`src/hdl/ple_pkg.sv`:
```
// Shared types and constants for the positional list engine.
// No dependencies; used by ple_cell and positional_list_engine_core.
package ple_pkg;

  localparam int POS_W = 8;   // position field width
  localparam int VAL_W = 32;  // value field width on the ports
  localparam int LEN_W = 7;   // length field width on the ports

  typedef enum logic [1:0] {
    OP_INSERT = 2'd0,
    OP_DELETE = 2'd1,
    OP_READ   = 2'd2,
    OP_CLEAR  = 2'd3
  } op_t;

  typedef enum logic [1:0] {
    ST_OK    = 2'd0,
    ST_RANGE = 2'd1,
    ST_FULL  = 2'd2
  } status_t;

  typedef struct packed {
    op_t                     operation;
    logic [POS_W-1:0]        position;
    logic signed [VAL_W-1:0] value_in;
  } in_t;

  typedef struct packed {
    logic signed [VAL_W-1:0] value_out;
    status_t                 status;
    logic [LEN_W-1:0]        length;
    logic                    is_empty;
  } out_t;

  // Shift command broadcast to every cell of the chain.
  typedef struct packed {
    logic             ins;   // open a gap at slot, shift later entries up
    logic             del;   // close the entry at slot, shift later down
    logic [POS_W-1:0] slot;  // 0-based target slot
  } ctrl_t;

endpackage

```
`src/hdl/ple_cell.sv`:
```
// One storage cell of the list chain: holds one element and trades it
// with its neighbors on insert/delete. Depends on ple_pkg.
module ple_cell #(
  parameter int INDEX      = 0,
  parameter int DATA_WIDTH = 32
) (
  input  logic                  clk,
  input  ple_pkg::ctrl_t        ctrl,
  input  logic [DATA_WIDTH-1:0] left_data,
  input  logic [DATA_WIDTH-1:0] right_data,
  input  logic [DATA_WIDTH-1:0] ins_data,
  output logic [DATA_WIDTH-1:0] data,
  output logic [DATA_WIDTH-1:0] rd_data
);
  import ple_pkg::*;

  localparam logic [POS_W-1:0] IDX = POS_W'(INDEX);

  logic [DATA_WIDTH-1:0] data_r;
  logic [DATA_WIDTH-1:0] data_nxt;
  logic                  hit;

  assign hit = (ctrl.slot == IDX);

  always_comb begin
    data_nxt = data_r;
    if (ctrl.ins) begin
      if (hit) begin
        data_nxt = ins_data;
      end else if (IDX > ctrl.slot) begin
        data_nxt = left_data;
      end
    end else if (ctrl.del) begin
      if (IDX >= ctrl.slot) begin
        data_nxt = right_data;
      end
    end
  end

  always_ff @(posedge clk) begin
    data_r <= data_nxt;
  end

  assign data    = data_r;
  // gated read tap, OR-combined at the top level
  assign rd_data = hit ? data_r : '0;

endmodule

```
`config.mk`:
```
export PLATFORM = sky130hd
export DESIGN_NAME = ple_cell
export DESIGN_NICKNAME = d
export VERILOG_FILES = /design/src/hdl/ple_pkg.sv /design/src/hdl/ple_cell.sv
export SDC_FILE = /design/constraint.sdc
export NUM_CORES = 1
export LEC_CHECK = 0
export BUFFER_PORTS_ARGS = -buffer_cell sky130_fd_sc_hd__buf_4
export CAP_MARGIN = 25
export CORE_ASPECT_RATIO = 1.1
export CORE_MARGIN = 2
export CORE_UTILIZATION = 35
export CTS_CLUSTER_SIZE = 10
export DETAILED_ROUTE_END_ITERATION = 8
export PLACE_DENSITY_LB_ADDON = 0.25
export SLEW_MARGIN = 20
export SYNTH_ARGS = -nofsm -noshare
export SYNTH_HDL_FRONTEND = slang
export SYNTH_SLANG_ARGS = --single-unit
```
`constraint.sdc`:
```
create_clock -name clk -period 5.75 [get_ports clk]
set_input_delay 0.575 -clock clk [delete_from_list [all_inputs] [get_ports clk]]
set_output_delay 0.575 -clock clk [all_outputs]
set_load 0.02 [all_outputs]
```
==> reports/results.tsv, run 1 <==
metric	value	unit
Rel. slew slack	59.7	%
Total Routed Length	6.66	mm
worst slack at placement	3310	ps
total overflow reported by the global router	0	
TritonCTS clock tree	done	
worst endpoint required time	5180	ps
synth unique cells	15	
sequential element share of the synthesized area	47.3	%
unrepaired setup endpoints after global routing	false	
clk slew on worst S/H paths	70	ps
via count of the first global-routing pass	2171	
total CTS buffers	5	
startpoint-to-endpoint class of the critical path	in2out	
largest net degree at the start of global routing	66	
shortest period the worst path allows	2250	ps
most frequent cells after synthesis	33 x sky130_fd_sc_hd__nor2_1, 32 x sky130_fd_sc_hd__a31oi_1, 32 x sky130_fd_sc_hd__and3_1, 32 x sky130_fd_sc_hd__edfxtp_1, 32 x sky130_fd_sc_hd__nand3_1	
final HPWL from detailed placement	4.81	mm
Area growth syn-to-layout	65.6	%
Syn. warnings	0	
cts repair resizes	0	
multi-input combinational cell area	920	sq um
die width	76.7	um
per-cell via count in the routed design	5.07	
result of the run	complete, no violations	
overall die height	83.9	um
Critical Path End Type	output pin	
number of iterations in the first detailed-routing pass	4	
summed negative setup slack over all endpoints	0	ps
Primary FF master, synth	sky130_fd_sc_hd__edfxtp_1	
final slew viol count	0	
Synth Net Count	330	
average cell area after synthesis	9.12	sq um
diode count	0	
most common cell in the synthesized netlist	sky130_fd_sc_hd__nor2_1	
DR iter-0 viols	125	
via total after detailed routing	2319	
async set or reset register ratio after synthesis	0	%
count of input and output buffers	170	
post-cts hold buffer count	0	
all-layer global routing usage	19.8	%
clk root buf	sky130_fd_sc_hd__clkbuf_8	
fraction of the cycle the final worst path needs	39.1	%
die footprint	0.00644	sq mm
count of antenna-violating nets left after detailed routing	0	
Power Dens Cells	153	mW/mm^2
largest area contributor in the synthesized netlist	sky130_fd_sc_hd__edfxtp_1	
maximum clock insertion buffer count	2	
main area contributors after synthesis	sky130_fd_sc_hd__edfxtp_1 47%, sky130_fd_sc_hd__a31oi_1 9.8%, sky130_fd_sc_hd__and3_1 9.8%	
number of standard cells after synthesis	223	
number of flops mapped to enable cells by yosys	32	
initial core utilization	35.7	%
Hold/Removal Path Class	in2reg	
RePlAce Congestion	0.742	
number of top-level pins	171	
overall power	516	uW
wire length per cell	14.6	um
H-tree depth reported by CTS	2	
max FFs per register	32	
clock sink count	32	
peak fanout along the critical path	33	
synthesized area	0.00203	sq mm
CORE AREA	0.00570	sq mm
buffers inserted by post-CTS timing repair	0	
final design area excluding fillers	0.00337	sq mm
standard cell area after detailed placement	0.00329	sq mm
leak pwr	0.00154	uW
setup ws final	3500	ps
Critical Path Source Type	primary input	
data arrival time of the worst path	1670	ps
share of post-route cells with drive strength above 1	48.7	%
top achievable clock speed	0.445	GHz
final setup violating endpoints	0	
synthesis-stage register bit count	32	
area share of the leading cell type in the synthesized netlist	47.3	%
maximum vdd drop	0.141	mV
hold violation count in the final report	0	
sequential standard cell area	961	sq um
floorplan row count	29	
final net count	487	
antenna violations before repair	0	
max cap viols	0	
first-pass GRT wire length	10.4	mm
Worst-Margin Slew	604	ps
Fill cells	524	
number of design rule violations left after detail routing	0	
## layout by cell type (no fill, tap or decap)
cell	count
sky130_fd_sc_hd__buf_4	175
sky130_fd_sc_hd__nor2_1	33
sky130_fd_sc_hd__nand3_1	32
sky130_fd_sc_hd__a31oi_1	32
sky130_fd_sc_hd__and3_1	32
sky130_fd_sc_hd__edfxtp_1	32
sky130_fd_sc_hd__o21ai_1	29
sky130_fd_sc_hd__clkbuf_8	5
sky130_fd_sc_hd__o21ai_0	3
sky130_fd_sc_hd__nor4_4	2
sky130_fd_sc_hd__or4_4	2
sky130_fd_sc_hd__clkinv_1	2
sky130_fd_sc_hd__nor3_2	1
## power breakdown
group | switching [uW] | internal [uW] | leakage [uW]
Sequential | 0.343 | 259 | 0.000298
Clock | 76.2 | 79.7 | 0.0000391
Combinational | 40.0 | 60.6 | 0.00121
Total | 117 | 400 | 0.00154
## worst max-delay path, stage by stage
cell	delay (ps)
sky130_fd_sc_hd__buf_4	120
sky130_fd_sc_hd__nor4_4	270
sky130_fd_sc_hd__buf_4	340
sky130_fd_sc_hd__and3_1	210
sky130_fd_sc_hd__buf_4	140
## metrics by stage
step                hold WS (ps)  std cells  util (%)
CTS                          624        457      59.1
global placement             915        450      57.8
finish                       635        457      59.1
floorplan                    824        223         -
detailed placement           921        450      57.8
global route                 639        457      59.1
## routing by layer
metal,up-vias,GRT usage (%),part of all wire (%)
li1,1160,-,-
met1,1041,22.6,38
met2,107,36.0,53
met3,11,4.22,6.8
met4,0,6.94,2.0
met5,-,0,0
## cell families after synthesis
group / count (synthesis) / share of synthesized area (%)
flip-flops: 32 / 47.3
AO/OA/AOI/OAI: 64 / 17.7
buffers and inverters: 25 / 7.75
AND/OR/NAND/NOR: 102 / 27.3
## final timing paths
check | start | to | cells past startpoint
setup / recovery | ctrl[3] | rd_data[26] | 5
hold / removal | right_data[8] | data[8] | 3
## area by class of cell
class,instances,area share [%]
Tap cell,77,2.86
Timing Repair Buffer,175,39.0
Clock buffer,5,2.04
Clock inverter,2,0.223
Sequential cell,32,28.5
Multi-Input combinational cell,166,27.3
Note: power is estimated with default switching activity, not from simulation.
==> inputs of run 2 (changes only) <==
clock period = 2.2 ns   (was 5.75 ns; I/O delays follow)
==> reports/results.tsv, run 2 (synthesis results as in run 1) <==
metric	value	unit
result of the run	complete, no violations	
floorplan row count	29	
cts repair resizes	0	
final setup violating endpoints	0	
antenna violations before repair	0	
first-pass GRT wire length	9.98	mm
TritonCTS clock tree	done	
standard cell area after detailed placement	0.00334	sq mm
clk root buf	sky130_fd_sc_hd__clkbuf_8	
summed negative setup slack over all endpoints	0	ps
die footprint	0.00644	sq mm
unrepaired setup endpoints after global routing	false	
count of antenna-violating nets left after detailed routing	0	
max FFs per register	32	
most common library cell in the layout ignoring fill and taps	sky130_fd_sc_hd__buf_4	
hold violation count in the final report	0	
final HPWL from detailed placement	4.74	mm
worst hold path depth	3	
max cap viols	0	
largest net degree at the start of global routing	65	
share of post-route cells with drive strength above 1	49.2	%
all-layer global routing usage	19.1	%
Total Routed Length	6.55	mm
most frequent cells in the layout	175 x sky130_fd_sc_hd__buf_4, 33 x sky130_fd_sc_hd__nor2_1	
final slew viol count	0	
count of input and output buffers	170	
CORE AREA	0.00570	sq mm
Critical Path End Type	register	
RePlAce Congestion	0.758	
buffers inserted by post-CTS timing repair	0	
Power Dens Cells	396	mW/mm^2
Min-Delay Endpoint	data[10]	
diode count	0	
top achievable clock speed	0.651	GHz
fraction of the cycle the final worst path needs	69.9	%
clk slew on worst S/H paths	60	ps
number of iterations in the first detailed-routing pass	4	
post-cts hold buffer count	0	
data arrival time of the worst path	1500	ps
initial core utilization	35.7	%
Hold/Removal Path Class	in2reg	
Critical Path Source Type	primary input	
Worst-Margin Slew	323	ps
clock sink count	32	
total overflow reported by the global router	0	
leak pwr	0.00156	uW
overall die height	83.9	um
total CTS buffers	5	
startpoint-to-endpoint class of the critical path	in2reg	
die width	76.7	um
maximum clock insertion buffer count	2	
wire length per cell	14.3	um
final net count	489	
final design area excluding fillers	0.00341	sq mm
via count of the first global-routing pass	2060	
worst endpoint required time	2170	ps
via total after detailed routing	2325	
shortest period the worst path allows	1540	ps
number of top-level pins	171	
Rel. slew slack	78.5	%
launch point of the worst hold path	right_data[10]	
number of design rule violations left after detail routing	0	
peak fanout along the critical path	17	
Area growth syn-to-layout	67.9	%
maximum vdd drop	0.203	mV
worst hold margin	281	ps
DR iter-0 viols	163	
H-tree depth reported by CTS	2	
per-cell via count in the routed design	5.07	
[run 2: changes by cell type in the layout (fill, tap and decap cells not counted), sizes merged]
cell | before | now
clkbuf | 5 | 6
buf | 175 | 177
clkinv | 2 | 1
[run 2: worst max path at each step]
stage / startpoint / endpoint / slack [ps] / cells past startpoint
after global placement: ctrl[3] / data[17] / 390 / 4
after global routing: ctrl[3] / rd_data[6] / 560 / 5
final: ctrl[3] / data[20] / 660 / 4
after CTS: ctrl[3] / data[21] / 660 / 4
after floorplan: ctrl[3] / data[0] / -0.07 / 3
after detailed placement: ctrl[3] / data[13] / 360 / 4
[run 2: cell type report]
cell class,count,area (sq um)
repair buffers,177,1350
clock inverters,1,5.00
flip-flops and latches,32,961
clock buffers,6,72.6
multi-input cells,166,926
fillers,518,2280
well taps,77,96.3
[run 2: critical path, cell delays in order]
cell and delay [ps]:
sky130_fd_sc_hd__buf_4 120, sky130_fd_sc_hd__or4_4 660, sky130_fd_sc_hd__nor3_4 230, sky130_fd_sc_hd__buf_4 270
[run 2: power by group]
part | internal, uW | total, uW | switching, uW
sequential | 678 | 679 | 0.898
combinational | 162 | 268 | 106
clock | 214 | 406 | 192
total | 1050 | 1350 | 299
[run 2: per-stage QoR]
| stage | total power (uW) | setup slack, ps | std cells | util [%] |
|---|---|---|---|---|
| floorplan | 794 | -0.0694 | 223 | - |
| global placement | 955 | 391 | 452 | 58.6 |
| detailed placement | 960 | 362 | 452 | 58.6 |
| CTS | 1370 | 655 | 459 | 59.9 |
| global route | 1420 | 565 | 459 | 59.9 |
| finish | 1350 | 663 | 459 | 59.9 |
[run 2: layer usage]
| layer | up-vias | track usage, % | wire, um |
|---|---|---|---|
| li1 | 1165 | - | - |
| met1 | 1045 | 23.9 | 2530 |
| met2 | 111 | 34.3 | 3530 |
| met3 | 4 | 2.49 | 434 |
| met4 | 0 | 5.45 | 49 |
| met5 | - | 0 | 0 |
==> inputs of run 3 (changes only) <==
clock period = 1.3 ns   (was 2.2 ns; I/O delays follow)
==> reports/results.tsv, run 3 (synthesis results as in run 1) <==
metric	value	unit
Rel. slew slack	81.9	%
shortest period the worst path allows	1420	ps
clk root buf	sky130_fd_sc_hd__clkbuf_8	
final HPWL from detailed placement	5.26	mm
peak fanout along the critical path	6	
fraction of the cycle the final worst path needs	109	%
setup ws final	-122	ps
number of iterations in the first detailed-routing pass	4	
largest net degree at the start of global routing	27	
data arrival time of the worst path	1290	ps
via count of the first global-routing pass	2500	
diode count	0	
multi-input combinational cell area	0.00104	sq mm
Power Dens Cells	641	mW/mm^2
per-cell via count in the routed design	5.30	
leak pwr	0.00181	uW
antenna violations before repair	0	
die width	76.7	um
launch point of the worst path	ctrl[3]	
Area growth syn-to-layout	103	%
Critical Path, Cell by Cell	buf_6 > buf_6 > nor4_4 > buf_6 > clkbuf_16 > and3_4 > buf_6	
count of input and output buffers	170	
number of top-level pins	171	
total overflow reported by the global router	0	
post-cts hold buffer count	0	
maximum clock insertion buffer count	2	
summed negative setup slack over all endpoints	-3620	ps
violated checks	negative setup slack	
critical path's top delay family	buffers and inverters	
count of buffer and inverter cells on the critical path	5	
maximum vdd drop	0.411	mV
max incr delay on CP	310	ps
Final Util	72.4	%
hold violation count in the final report	0	
Total Routed Length	8.45	mm
Critical Path Source Type	primary input	
count of antenna-violating nets left after detailed routing	0	
worst endpoint required time	1170	ps
wire length per cell	17.0	um
max FFs per register	32	
overall die height	83.9	um
floorplan row count	29	
share of post-route cells with drive strength above 1	58.1	%
max cap viols	0	
RePlAce Congestion	0.717	
all-layer global routing usage	23.5	%
Worst-Margin Slew	272	ps
most frequent cells in the layout	160 x sky130_fd_sc_hd__buf_4, 41 x sky130_fd_sc_hd__buf_6, 33 x sky130_fd_sc_hd__nor2_1	
highest-delay cell along the critical path	sky130_fd_sc_hd__nor4_4	
final slew viol count	0	
number of design rule violations left after detail routing	0	
DR iter-0 viols	120	
result of the run	finished, violations left	
clock sink count	32	
die footprint	0.00644	sq mm
Hold/Removal Path Class	in2reg	
startpoint-to-endpoint class of the critical path	in2out	
most common library cell in the layout ignoring fill and taps	sky130_fd_sc_hd__buf_4	
top achievable clock speed	0.703	GHz
CP most frequent cell	sky130_fd_sc_hd__buf_6	
clk slew on worst S/H paths	70	ps
sequential standard cell area	961	sq um
CORE AREA	0.00570	sq mm
final net count	526	
first-pass GRT wire length	12.1	mm
via total after detailed routing	2633	
Critical Path End Type	output pin	
initial core utilization	35.7	%
unrepaired setup endpoints after global routing	true	
final setup violating endpoints	55	
total CTS buffers	5	
TritonCTS clock tree	done	
Fill cells	420	
H-tree depth reported by CTS	2	
launch point of the worst hold path	right_data[10]	
## run 3: stage by stage
stage | total power (uW) | setup slack (ps) | hold WS (ps) | cells | instance area (sq um)
final | 2650 | -122 | 188 | 497 | 4120
after global routing | 2730 | -165 | 183 | 497 | 4120
after CTS | 2630 | -83.3 | 176 | 495 | 3910
after detailed placement | 1660 | -321 | 476 | 470 | 3500
after global placement | 1650 | -303 | 467 | 470 | 3500
after floorplan | 1340 | -809 | 379 | 223 | 2050
## run 3: report_power, final
group | switching [uW] | internal [uW]
clock network | 374 | 558
logic | 217 | 349
registers | 1.68 | 1150
total | 593 | 2050
## run 3: layout make-up
class / count / area share (%)
timing repair buffer: 214 / 46.6
tap: 77 / 2.34
clock buffer: 5 / 1.67
sequential: 32 / 23.3
clock inverter: 3 / 0.910
multi-input combinational: 166 / 25.2
## run 3: final timing paths
| kind | endpoint | slack (ps) | cells past startpoint |
|---|---|---|---|
| worst min-delay path | data[10] | 190 | 3 |
| worst max-delay path | rd_data[3] | -120 | 7 |
## run 3: timing repair
item / 4_1_cts / 5_1_grt
cloned: 6 / 5
setup buffers: 11 / 4
pin swaps: 5 / 9
gates resized for setup: 41 / 43
hold endpoints to repair: 0 / 0
endpoints found under the setup margin: 50 / 84
## run 3: routing by layer
metal | global-route usage, % | part of all wire [%]
met1 | 27.0 | 37
met2 | 44.4 | 54
met3 | 4.11 | 7.4
met4 | 6.45 | 1.4
met5 | 0 | 0
